### config.mk
export PLATFORM = sky130hd
export DESIGN_NAME = tabular_q_learning_update_core
export DESIGN_NICKNAME = d
export VERILOG_FILES = /design/src/sv/tqlu_pkg.sv /design/src/sv/tqlu_mul.sv /design/src/sv/tqlu_table.sv /design/src/sv/tabular_q_learning_update_core.sv
export VERILOG_INCLUDE_DIRS = /design/src /design/src/sv
export SDC_FILE = /design/constraint.sdc
export NUM_CORES = 2
export LEC_CHECK = 0
export ABC_AREA = 1
export ABC_CLOCK_PERIOD_IN_PS = 8750
export BUFFER_PORTS_ARGS = -buffer_cell sky130_fd_sc_hd__buf_4
export CAP_MARGIN = 20
export CORE_UTILIZATION = 65
export DETAILED_ROUTE_END_ITERATION = 8
export GPL_TIMING_DRIVEN = 0
export PLACE_DENSITY = 0.82
export REMOVE_ABC_BUFFERS = 1
export SYNTH_ARGS = -nofsm -noshare
export SYNTH_HDL_FRONTEND = slang
export SYNTH_SLANG_ARGS = --single-unit
### constraint.sdc
create_clock -name clk_i -period 8.75 [get_ports clk_i]
set_clock_uncertainty 0.05 [all_clocks]
set_input_delay 0.4375 -clock clk_i [delete_from_list [all_inputs] [get_ports clk_i]]
set_output_delay 0.4375 -clock clk_i [all_outputs]
set_load 0.01 [all_outputs]
### src/sv/tabular_q_learning_update_core_macros.svh
`ifndef TABULAR_Q_LEARNING_UPDATE_CORE_MACROS_SVH
`define TABULAR_Q_LEARNING_UPDATE_CORE_MACROS_SVH

// same-cycle implication, checked on clk_i, off during reset
`define TQLU_ASSERT_NOW(label, ante, cons, msg) \
  label: assert property (@(posedge clk_i) disable iff (!rst_ni) (ante) |-> (cons)) \
    else $error(msg);

// next-cycle implication, checked on clk_i, off during reset
`define TQLU_ASSERT_NEXT(label, ante, cons, msg) \
  label: assert property (@(posedge clk_i) disable iff (!rst_ni) (ante) |=> (cons)) \
    else $error(msg);

`endif

### src/sv/tqlu_pkg.sv
`timescale 1ns / 1ps

package tqlu_pkg;

  localparam int NUM_OBS     = 3;
  localparam int NUM_ACTIONS = 3;
  localparam int NUM_ENTRIES = NUM_OBS * NUM_ACTIONS;
  localparam int IDX_W       = $clog2(NUM_ENTRIES);

  localparam int FUNC_W  = 2;
  localparam int ACT_W   = 2;
  localparam int OBS_W   = 2;
  localparam int RWD_W   = 16;
  localparam int VAL_W   = 24;
  localparam int FRAC_W  = 16;

  localparam int TGT_W   = VAL_W + 1;
  localparam int DIFF_W  = VAL_W + 2;
  localparam int PROD_W  = FRAC_W + 1 + DIFF_W;
  localparam int FRAC_SHIFT = 16;
  localparam int STEP_W  = PROD_W - FRAC_SHIFT;
  localparam int NV_W    = STEP_W + 1;
  localparam int ROUND_HALF = 32768;

  localparam int VAL_MAX = 8388607;
  localparam int VAL_MIN = -8388608;

  localparam logic [FRAC_W-1:0] DISCOUNT_RST = 16'd62259;
  localparam logic [FRAC_W-1:0] LEARN_RST    = 16'd55706;

  localparam int CFG_IDX_W = 1;

  localparam int IN_TDATA_W  = 56;
  localparam int OUT_TDATA_W = 32;

  // input tdata field positions
  localparam int IN_ACT_LSB   = 0;
  localparam int IN_RWD_LSB   = IN_ACT_LSB + ACT_W;
  localparam int IN_NOBS_LSB  = IN_RWD_LSB + RWD_W;
  localparam int IN_EXPL_LSB  = IN_NOBS_LSB + OBS_W;
  localparam int IN_RACT_LSB  = IN_EXPL_LSB + 1;
  localparam int IN_ROW_LSB   = IN_RACT_LSB + ACT_W;
  localparam int IN_COL_LSB   = IN_ROW_LSB + OBS_W;
  localparam int IN_EVAL_LSB  = IN_COL_LSB + ACT_W;
  localparam int IN_USED_W    = IN_EVAL_LSB + VAL_W;
  localparam int OUT_USED_W   = ACT_W + VAL_W + OBS_W + 1;

  typedef enum logic [FUNC_W-1:0] {
    FN_TRANSITION = 2'd0,
    FN_LOAD       = 2'd1,
    FN_START      = 2'd2
  } func_e;

  typedef enum logic [CFG_IDX_W-1:0] {
    CFG_DISCOUNT = 1'd0,
    CFG_LEARN    = 1'd1
  } cfg_idx_e;

  typedef enum logic [3:0] {
    ST_IDLE,
    ST_MAX,
    ST_MUL_G,
    ST_DIFF,
    ST_MUL_A,
    ST_WRITE,
    ST_APPLY,
    ST_SCAN,
    ST_DONE
  } tqlu_state_e;

  typedef struct packed {
    logic                    en;
    logic [IDX_W-1:0]        idx;
    logic signed [VAL_W-1:0] data;
  } tbl_wr_t;

  function automatic logic [IDX_W-1:0] entry_idx(logic [OBS_W-1:0] row,
                                                 logic [ACT_W-1:0] col);
    entry_idx = IDX_W'(row) * IDX_W'(NUM_ACTIONS) + IDX_W'(col);
  endfunction

  // round half up to Q16.8: add half an LSB, floor shift
  function automatic logic signed [STEP_W-1:0] round_q16(logic signed [PROD_W-1:0] p);
    logic signed [PROD_W-1:0] s;
    s = p + PROD_W'(ROUND_HALF);
    round_q16 = STEP_W'(s >>> FRAC_SHIFT);
  endfunction

endpackage

### src/sv/tqlu_mul.sv
`timescale 1ns / 1ps

module tqlu_mul
  import tqlu_pkg::*;
(
  input  logic                     clk_i,
  input  logic                     en_i,
  input  logic [FRAC_W-1:0]        frac_i,
  input  logic signed [DIFF_W-1:0] opnd_i,
  output logic signed [PROD_W-1:0] prod_o
);

  logic signed [PROD_W-1:0] prod_d;
  logic signed [PROD_W-1:0] prod_q;

  assign prod_d = PROD_W'($signed({1'b0, frac_i})) * PROD_W'(opnd_i);

  always_ff @(posedge clk_i) begin
    if (en_i) begin
      prod_q <= prod_d;
    end
  end

  assign prod_o = prod_q;

endmodule

### src/sv/tqlu_table.sv
`timescale 1ns / 1ps

module tqlu_table
  import tqlu_pkg::*;
(
  input  logic                    clk_i,
  input  logic                    rst_ni,
  input  tbl_wr_t                 wr_i,
  input  logic [IDX_W-1:0]        rd_idx_i,
  output logic signed [VAL_W-1:0] rd_data_o
);

  logic signed [VAL_W-1:0] val_q [NUM_ENTRIES];

  always_ff @(posedge clk_i or negedge rst_ni) begin
    if (!rst_ni) begin
      for (int i = 0; i < NUM_ENTRIES; i++) begin
        val_q[i] <= '0;
      end
    end else if (wr_i.en && (wr_i.idx < IDX_W'(NUM_ENTRIES))) begin
      val_q[wr_i.idx] <= wr_i.data;
    end
  end

  assign rd_data_o = (rd_idx_i < IDX_W'(NUM_ENTRIES)) ? val_q[rd_idx_i] : '0;

endmodule

### src/sv/tabular_q_learning_update_core.sv
`timescale 1ns / 1ps

// Tabular Q-learning update core.
// Input stream s_axis: one request per item, func in tuser selects a transition
// update, a table entry load or an episode start. Output stream m_axis: one
// result per request with the next action, the written value, the held
// observation and the clip flag. Config port: cfg_we_i writes discount (0) or
// learning rate (1) from cfg_wdata_i; write only while idle.
// Sequence: a non-terminal transition scans the successor row for its maximum,
// scales it by the discount, forms the difference, scales that by the learning
// rate, writes the entry and scans the held row for the greedy action; a terminal
// one skips the first scan; a load, an episode start or an ignored request only
// applies and scans. The pace is set by the single table read port (three entries
// per row scan) and the one shared multiplier used twice in sequence.
// Next request is taken as soon as the sequencer is back in idle, even while the
// previous result still waits in the output register; a stalled receiver only
// holds the sequencer at its final step until the register frees.
// Reset clears the table to zero, the observation to 0 and restores the
// default discount and learning rate.

`include "tabular_q_learning_update_core_macros.svh"

module tabular_q_learning_update_core
  import tqlu_pkg::*;
(
  input  logic                   clk_i,
  input  logic                   rst_ni,
  input  logic                   s_axis_tvalid_i,
  output logic                   s_axis_tready_o,
  // taken_action, reward, next_obs, explore, random_action, entry_row,
  // entry_col, entry_value
  input  logic [IN_TDATA_W-1:0]  s_axis_tdata_i,
  // func
  input  logic [FUNC_W-1:0]      s_axis_tuser_i,
  output logic                   m_axis_tvalid_o,
  input  logic                   m_axis_tready_i,
  // next_action, updated_value, current_obs, saturated
  output logic [OUT_TDATA_W-1:0] m_axis_tdata_o,
  input  logic                   cfg_we_i,
  input  logic [CFG_IDX_W-1:0]   cfg_idx_i,
  input  logic [FRAC_W-1:0]      cfg_wdata_i
);

  tqlu_state_e state_q, state_d;

  logic [FRAC_W-1:0] discount_q, learn_q;
  logic [OBS_W-1:0]  held_obs_q, held_obs_d;
  logic [ACT_W-1:0]  scan_col_q, scan_col_d;
  logic              out_valid_q, out_valid_d;
  logic              out_load;

  logic [FUNC_W-1:0]       func_q;
  logic [ACT_W-1:0]        act_q;
  logic signed [RWD_W-1:0] reward_q;
  logic [OBS_W-1:0]        nobs_q;
  logic                    explore_q;
  logic [ACT_W-1:0]        ract_q;
  logic [OBS_W-1:0]        row_q;
  logic [ACT_W-1:0]        col_q;
  logic signed [VAL_W-1:0] eval_q;

  logic signed [VAL_W-1:0]  best_q, best_d;
  logic [ACT_W-1:0]         best_idx_q, best_idx_d;
  logic signed [VAL_W-1:0]  old_q, old_d;
  logic signed [DIFF_W-1:0] diff_q, diff_d;
  logic signed [VAL_W-1:0]  upd_q, upd_d;
  logic                     sat_q, sat_d;

  logic [ACT_W-1:0]        o_act_q;
  logic signed [VAL_W-1:0] o_upd_q;
  logic [OBS_W-1:0]        o_obs_q;
  logic                    o_sat_q;

  logic                     accept;
  tbl_wr_t                  tbl_wr;
  logic [IDX_W-1:0]         rd_idx;
  logic signed [VAL_W-1:0]  rd_data;
  logic                     mul_en;
  logic                     mul_gamma;
  logic [FRAC_W-1:0]        mul_frac;
  logic signed [DIFF_W-1:0] mul_opnd;
  logic signed [PROD_W-1:0] prod;
  logic signed [STEP_W-1:0] step;
  logic signed [TGT_W-1:0]  target;
  logic signed [NV_W-1:0]   nv;
  logic                     scan_last;
  logic                     scan_better;
  logic [ACT_W-1:0]         nact;

  tqlu_table u_table (
    .clk_i     (clk_i),
    .rst_ni    (rst_ni),
    .wr_i      (tbl_wr),
    .rd_idx_i  (rd_idx),
    .rd_data_o (rd_data)
  );

  assign mul_frac = mul_gamma ? discount_q : learn_q;
  assign mul_opnd = mul_gamma ? DIFF_W'(best_q) : diff_q;

  tqlu_mul u_mul (
    .clk_i  (clk_i),
    .en_i   (mul_en),
    .frac_i (mul_frac),
    .opnd_i (mul_opnd),
    .prod_o (prod)
  );

  assign s_axis_tready_o = (state_q == ST_IDLE);
  assign accept          = s_axis_tvalid_i && s_axis_tready_o;

  assign step        = round_q16(prod);
  assign target      = TGT_W'(reward_q) + $signed(step[TGT_W-1:0]);
  assign nv          = NV_W'(old_q) + NV_W'(step);
  assign scan_last   = (scan_col_q == ACT_W'(NUM_ACTIONS - 1));
  assign scan_better = (scan_col_q == '0) || (rd_data > best_q);
  assign nact        = (explore_q && (ract_q < ACT_W'(NUM_ACTIONS))) ? ract_q : best_idx_q;

  always_comb begin
    state_d     = state_q;
    held_obs_d  = held_obs_q;
    scan_col_d  = scan_col_q;
    best_d      = best_q;
    best_idx_d  = best_idx_q;
    old_d       = old_q;
    diff_d      = diff_q;
    upd_d       = upd_q;
    sat_d       = sat_q;
    mul_en      = 1'b0;
    mul_gamma   = 1'b1;
    out_load    = 1'b0;
    tbl_wr      = '0;
    rd_idx      = entry_idx(held_obs_q, act_q);

    unique case (state_q)
      ST_IDLE: begin
        if (accept) begin
          scan_col_d = '0;
          best_d     = '0;
          upd_d      = '0;
          sat_d      = 1'b0;
          if ((s_axis_tuser_i == FN_TRANSITION) &&
              (s_axis_tdata_i[IN_ACT_LSB +: ACT_W] < ACT_W'(NUM_ACTIONS))) begin
            if (s_axis_tdata_i[IN_NOBS_LSB +: OBS_W] < OBS_W'(NUM_OBS)) begin
              state_d = ST_MAX;
            end else begin
              state_d = ST_MUL_G;
            end
          end else begin
            state_d = ST_APPLY;
          end
        end
      end
      ST_MAX: begin
        rd_idx = entry_idx(nobs_q, scan_col_q);
        if (scan_better) begin
          best_d = rd_data;
        end
        scan_col_d = scan_col_q + 1'b1;
        if (scan_last) begin
          scan_col_d = '0;
          state_d    = ST_MUL_G;
        end
      end
      ST_MUL_G: begin
        mul_en  = 1'b1;
        state_d = ST_DIFF;
      end
      ST_DIFF: begin
        old_d   = rd_data;
        diff_d  = DIFF_W'(target) - DIFF_W'(rd_data);
        state_d = ST_MUL_A;
      end
      ST_MUL_A: begin
        mul_en    = 1'b1;
        mul_gamma = 1'b0;
        state_d   = ST_WRITE;
      end
      ST_WRITE: begin
        if (nv > NV_W'(VAL_MAX)) begin
          upd_d = VAL_W'(VAL_MAX);
          sat_d = 1'b1;
        end else if (nv < NV_W'(VAL_MIN)) begin
          upd_d = VAL_W'(VAL_MIN);
          sat_d = 1'b1;
        end else begin
          upd_d = nv[VAL_W-1:0];
        end
        tbl_wr.en   = 1'b1;
        tbl_wr.idx  = entry_idx(held_obs_q, act_q);
        tbl_wr.data = upd_d;
        if (nobs_q < OBS_W'(NUM_OBS)) begin
          held_obs_d = nobs_q;
        end
        state_d = ST_SCAN;
      end
      ST_APPLY: begin
        case (func_q)
          FN_LOAD: begin
            if ((row_q < OBS_W'(NUM_OBS)) && (col_q < ACT_W'(NUM_ACTIONS))) begin
              tbl_wr.en   = 1'b1;
              tbl_wr.idx  = entry_idx(row_q, col_q);
              tbl_wr.data = eval_q;
              upd_d       = eval_q;
            end
          end
          FN_START: begin
            held_obs_d = '0;
          end
          default: begin
          end
        endcase
        state_d = ST_SCAN;
      end
      ST_SCAN: begin
        rd_idx = entry_idx(held_obs_q, scan_col_q);
        if (scan_better) begin
          best_d     = rd_data;
          best_idx_d = scan_col_q;
        end
        scan_col_d = scan_col_q + 1'b1;
        if (scan_last) begin
          scan_col_d = '0;
          state_d    = ST_DONE;
        end
      end
      ST_DONE: begin
        if (!out_valid_q || m_axis_tready_i) begin
          out_load = 1'b1;
          state_d  = ST_IDLE;
        end
      end
      default: begin
        state_d = ST_IDLE;
      end
    endcase
  end

  always_comb begin
    out_valid_d = out_valid_q;
    if (out_load) begin
      out_valid_d = 1'b1;
    end else if (m_axis_tready_i) begin
      out_valid_d = 1'b0;
    end
  end

  always_ff @(posedge clk_i or negedge rst_ni) begin
    if (!rst_ni) begin
      state_q     <= ST_IDLE;
      held_obs_q  <= '0;
      scan_col_q  <= '0;
      out_valid_q <= 1'b0;
      discount_q  <= DISCOUNT_RST;
      learn_q     <= LEARN_RST;
    end else begin
      state_q     <= state_d;
      held_obs_q  <= held_obs_d;
      scan_col_q  <= scan_col_d;
      out_valid_q <= out_valid_d;
      if (cfg_we_i) begin
        unique case (cfg_idx_i)
          CFG_DISCOUNT: discount_q <= cfg_wdata_i;
          CFG_LEARN:    learn_q    <= cfg_wdata_i;
          default: begin
          end
        endcase
      end
    end
  end

  always_ff @(posedge clk_i) begin
    if (accept) begin
      func_q    <= s_axis_tuser_i;
      act_q     <= s_axis_tdata_i[IN_ACT_LSB +: ACT_W];
      reward_q  <= s_axis_tdata_i[IN_RWD_LSB +: RWD_W];
      nobs_q    <= s_axis_tdata_i[IN_NOBS_LSB +: OBS_W];
      explore_q <= s_axis_tdata_i[IN_EXPL_LSB];
      ract_q    <= s_axis_tdata_i[IN_RACT_LSB +: ACT_W];
      row_q     <= s_axis_tdata_i[IN_ROW_LSB +: OBS_W];
      col_q     <= s_axis_tdata_i[IN_COL_LSB +: ACT_W];
      eval_q    <= s_axis_tdata_i[IN_EVAL_LSB +: VAL_W];
    end
    best_q     <= best_d;
    best_idx_q <= best_idx_d;
    old_q      <= old_d;
    diff_q     <= diff_d;
    upd_q      <= upd_d;
    sat_q      <= sat_d;
    if (out_load) begin
      o_act_q <= nact;
      o_upd_q <= upd_q;
      o_obs_q <= held_obs_q;
      o_sat_q <= sat_q;
    end
  end

  assign m_axis_tvalid_o = out_valid_q;
  assign m_axis_tdata_o  = {(OUT_TDATA_W - OUT_USED_W)'(0), o_sat_q, o_obs_q, o_upd_q, o_act_q};

  `TQLU_ASSERT_NOW(a_held_obs_range, 1'b1, held_obs_q < OBS_W'(NUM_OBS),
    "held observation out of range")
  `TQLU_ASSERT_NOW(a_write_state, tbl_wr.en,
    (state_q == ST_WRITE) || (state_q == ST_APPLY), "table write outside an update step")
  `TQLU_ASSERT_NOW(a_sat_extreme, out_valid_q && o_sat_q,
    (o_upd_q == VAL_W'(VAL_MAX)) || (o_upd_q == VAL_W'(VAL_MIN)),
    "clip flag without a clipped value")
  `TQLU_ASSERT_NEXT(a_done_hold, (state_q == ST_DONE) && out_valid_q && !m_axis_tready_i,
    state_q == ST_DONE, "result dropped while output register full")

endmodule
==> parameters.txt <==
Parameter                              Value

Synth
  Synth Instances ... a little under 5000
  Flip-flop and latch count after synthesis ... around 470
  Number of different library cells in the post-synthesis netlist ... 57
  Most frequently used flop master after synthesis ... sky130_fd_sc_hd__dfrtp_1
  Number of synthesized flops with an enable pin ... 211
  Ys Warns ... 0
  Top cell type's share of synthesized area ... 20.4%
  Library cell with the largest summed area after synthesis ... sky130_fd_sc_hd__fa_1
  Cell types with the largest area share after synthesis ... sky130_fd_sc_hd__fa_1 20%, sky130_fd_sc_hd__edfxtp_1 16%, sky130_fd_sc_hd__dfrtp_1 15%
  Synthesized area per cell ... 8.16 µm²
  Fraction of registers with async set/reset ... roughly 55%
  Mapped cell area ... 40500 µm²
  Sequential cell area fraction in the yosys report ... 31.6%

Placement
  Count of input and output buffers ... 105
  Placed wire-length estimate ... a little under 90000 µm
  Placed cells ... 5796
  Setup Slack @ Placement ... -0.620 ns
  RD Place Congestion ... 1.00

Clocking
  CTS Sinks ... roughly 470
  Clock Tree Buf Depth ... 3
  Clock-pin slew of the registers on the worst-case setup and hold paths ... 0.06 ns
  Buffer type at the clock tree root ... sky130_fd_sc_hd__clkbuf_16
  Clock latency at the later pin of the worst-skew pair ... around 0.60 ns
  Number of buffers created by CTS ... 47
  H-tree levels ... 2
  Clock tree from TritonCTS ... yes

Timing
  Max frequency ... ~120 MHz
  Max-slew violations ... 0
  Slew Limit Headroom ... 26.6%
  Worst hold slack across all endpoints ... 0.0632 ns
  Tightest Pin Transition ... ~1.1 ns
  Setup TNS after final layout ... 0 ns
  Number of setup violations in the final report ... 0
  Post-route minimum period ... 8.61 ns
  Number of hold violations in the final report ... 0
  Final worst slack ... 0.139 ns
  Portion of the clock cycle consumed by the worst path in the final layout ... 98.4%
  RSZ-0062 raised after global routing ... true

Routing
  Post-detailed-route via-to-cell ratio ... 5.80
  Remaining routing DRC violations ... 0
  Drt wl/cell ... roughly 20 µm
  Initial DRC Count ... 4260
  Number of optimization iterations in the first detailed-route pass ... 9
  Antenna violation net count after detailed routing ... 0
  DR vias ... 34500
  Final WL ... 118000 µm

Worst setup path
  Maximum fanout encountered on the critical timing path ... 30
  Critical path launch point type ... register
  Top cell by count, worst path ... sky130_fd_sc_hd__inv_1
  Max stage delay cell, worst path ... sky130_fd_sc_hd__fa_1
  Required time reported for the critical path endpoint ... slightly above 9 ns
  Arrival time at the worst endpoint ... 8.99 ns
  Reg-to-reg setup timing slack ... around 0.14 ns
  Worst Setup Path Type ... register to register
  Critical Path Max Stage Delay ... 0.53 ns
  Endpoint class of the critical path ... register

Layout
  Fin nets ... 5777
  Final standard cell count with taps included and fillers excluded ... 5946
  Storage element area ... 12800 µm²
  Area taken by multi-input logic gates ... 23900 µm²
  Fraction of layout cells with a size suffix above 1 ... 7.05%
  Synth-to-Final Area Change ... 10.6%
  Layout fillers ... around 4500

Global route
  Via count of the first global-routing pass ... 34700
  Maximum number of pins on one net before global-route repair ... around 130
  Total congestion overflow after global routing ... 0
  Aggregate global-route resource usage ... between 30% and 40%
  First-pass GRT wire length ... 187000 µm
  Initial antenna violation count ... 1

Floorplan
  Horizontal die dimension ... around 250 µm
  Initial standard-cell utilization of the core ... 65.8%
  Area of the die ... between 60000 and 70000 µm²
  Vertical die dimension ... 252 µm
  Row count ... 91
  Core outline area ... between 60000 and 70000 µm²
  I/O pin count ... 114

Worst hold path
  Hold Path Class ... input pin to register

Flow run
  Number of max-capacitance violations reported ... 0

Status
  Result of the run ... finished, final reports clean
[what timing repair did]
item,CTS,global route
setup endpoints to repair,11,18
endpoints found under the hold margin,85,0
hold buffers,54,0
resized for setup,9,10
cloned,2,1
pin swaps,1,1
setup buffers,0,1
[cells in the final DEF (no fill, tap or decap), types with 15 or more instances in the layout]
cell type | netlist | layout
sky130_fd_sc_hd__clkbuf_16 | 0 | 50
sky130_fd_sc_hd__nand3_2 | 21 | 21
sky130_fd_sc_hd__nor3_1 | 23 | 23
sky130_fd_sc_hd__nand4_1 | 35 | 35
sky130_fd_sc_hd__nand3_1 | 243 | 243
sky130_fd_sc_hd__inv_2 | 30 | 29
sky130_fd_sc_hd__a21oi_1 | 146 | 145
sky130_fd_sc_hd__o21bai_1 | 16 | 16
sky130_fd_sc_hd__xor2_1 | 79 | 79
sky130_fd_sc_hd__o21ai_0 | 161 | 149
sky130_fd_sc_hd__edfxtp_1 | 211 | 211
sky130_fd_sc_hd__dlygate4sd3_1 | 0 | 54
sky130_fd_sc_hd__o21ai_2 | 14 | 21
sky130_fd_sc_hd__buf_4 | 10 | 115
sky130_fd_sc_hd__xnor2_1 | 46 | 46
sky130_fd_sc_hd__buf_16 | 0 | 15
sky130_fd_sc_hd__nor2_1 | 365 | 359
sky130_fd_sc_hd__o21ai_1 | 21 | 23
sky130_fd_sc_hd__dfstp_2 | 19 | 19
sky130_fd_sc_hd__nand2_1 | 1560 | 1560
sky130_fd_sc_hd__inv_1 | 842 | 840
sky130_fd_sc_hd__a31oi_1 | 16 | 16
sky130_fd_sc_hd__dfrtp_1 | 238 | 238
sky130_fd_sc_hd__ha_1 | 216 | 216
sky130_fd_sc_hd__fa_1 | 412 | 412
[worst max-delay path: cells and delay by family (launching register included)]
family                     cells  cell delay, ns
AOI/OAI and AO/OA              3            0.89
and+or+nand+nor                8            1.67
DFF                            1            0.45
xor gates and xnor gates       1            0.18
adders and majority gates      7            3.29
buffers and inverters         11            1.85
[per-stage QoR]
step	util [%]	cell area, µm²
2_1_floorplan	-	39800
3_3_place_gp	67.7	41700
3_5_place_dp	68.8	42400
4_1_cts	72.5	44700
5_1_grt	72.7	44800
6_report	72.8	44800
[synthesized netlist by cell type (10+ instances only)]
library cell               instances
sky130_fd_sc_hd__a21boi_0         10
sky130_fd_sc_hd__a21o_1           12
sky130_fd_sc_hd__a21oi_1         146
sky130_fd_sc_hd__a31oi_1          16
sky130_fd_sc_hd__buf_2            45
sky130_fd_sc_hd__buf_4            10
sky130_fd_sc_hd__clkbuf_1         83
sky130_fd_sc_hd__dfrtp_1         238
sky130_fd_sc_hd__dfstp_2          19
sky130_fd_sc_hd__edfxtp_1        211
sky130_fd_sc_hd__fa_1            412
sky130_fd_sc_hd__ha_1            216
sky130_fd_sc_hd__inv_1           842
sky130_fd_sc_hd__inv_2            30
sky130_fd_sc_hd__nand2_1        1560
sky130_fd_sc_hd__nand3_1         243
sky130_fd_sc_hd__nand3_2          21
sky130_fd_sc_hd__nand4_1          35
sky130_fd_sc_hd__nor2_1          365
sky130_fd_sc_hd__nor3_1           23
sky130_fd_sc_hd__nor4_1           14
sky130_fd_sc_hd__o21ai_0         161
sky130_fd_sc_hd__o21ai_1          21
sky130_fd_sc_hd__o21ai_2          14
sky130_fd_sc_hd__o21bai_1         16
sky130_fd_sc_hd__xnor2_1          46
sky130_fd_sc_hd__xor2_1           79
[logic make-up after synthesis]
logic type	Yosys count	share of synthesized area (%)
AOI/OAI and AO/OA	424	5.84
xor gates and xnor gates	125	2.70
adders and majority gates	628	27.0
buffers and inverters	1031	9.86
DFF	468	31.6
other	1	0.00925
and+or+nand+nor	2291	23.0
[registers in the layout (all words and copies together) (netlist names), 4 cells and up]
register       flops
discount_q        16
u_table.val_q    216
o_upd_q           24
learn_q           16
diff_q            26
state_q            4
old_q             24
best_q            24
reward_q          16
upd_q             24
eval_q            24
u_mul.prod_o      28
[per-layer routing]
| metal | vias to the layer above | wire (µm) | GRT usage, % |
|---|---|---|---|
| met3 | 409 | 14100 | 9.70 |
| met5 | - | 13 | 0 |
| li1 | 15500 | - | - |
| met1 | 16600 | 45200 | 51.1 |
| met4 | 2 | 5790 | 16.8 |
| met2 | 2001 | 52700 | 58.8 |
[final timing paths]
| check | from | to | cells after the start |
|---|---|---|---|
| max reg2reg | state_q[2]$_DFFE_PN0P_ | u_mul.prod_o[36]$_DFFE_PP_ | 30 |
| min in group asynchronous | rst_ni | learn_q[0]$_DFFE_PN0P_ | 2 |
| min reg2reg | upd_q[22]$_SDFFCE_PP0P_ | o_upd_q[22]$_DFFE_PP_ | 0 |
| min | cfg_wdata_i[5] | discount_q[5]$_DFFE_PN1P_ | 3 |
| max in group asynchronous | rst_ni | u_table.val_q[117]$_DFFE_PN0P_ | 4 |
| max | state_q[2]$_DFFE_PN0P_ | u_mul.prod_o[36]$_DFFE_PP_ | 30 |
[final cells by class]
cell class	count	area share (%)
timing repair buffer	198	4.55
sequential	468	28.5
clock inverter	21	0.611
tap	837	2.34
multi-input combinational	3473	53.3
antenna	1	0.00558
inverter	880	7.44
timing repair inverter	1	0.0168
clock buffer	67	3.18
Power is left out: the tool's default activity adds up to more than one toggle a clock period on the data nets, which glitch-free logic cannot reach.
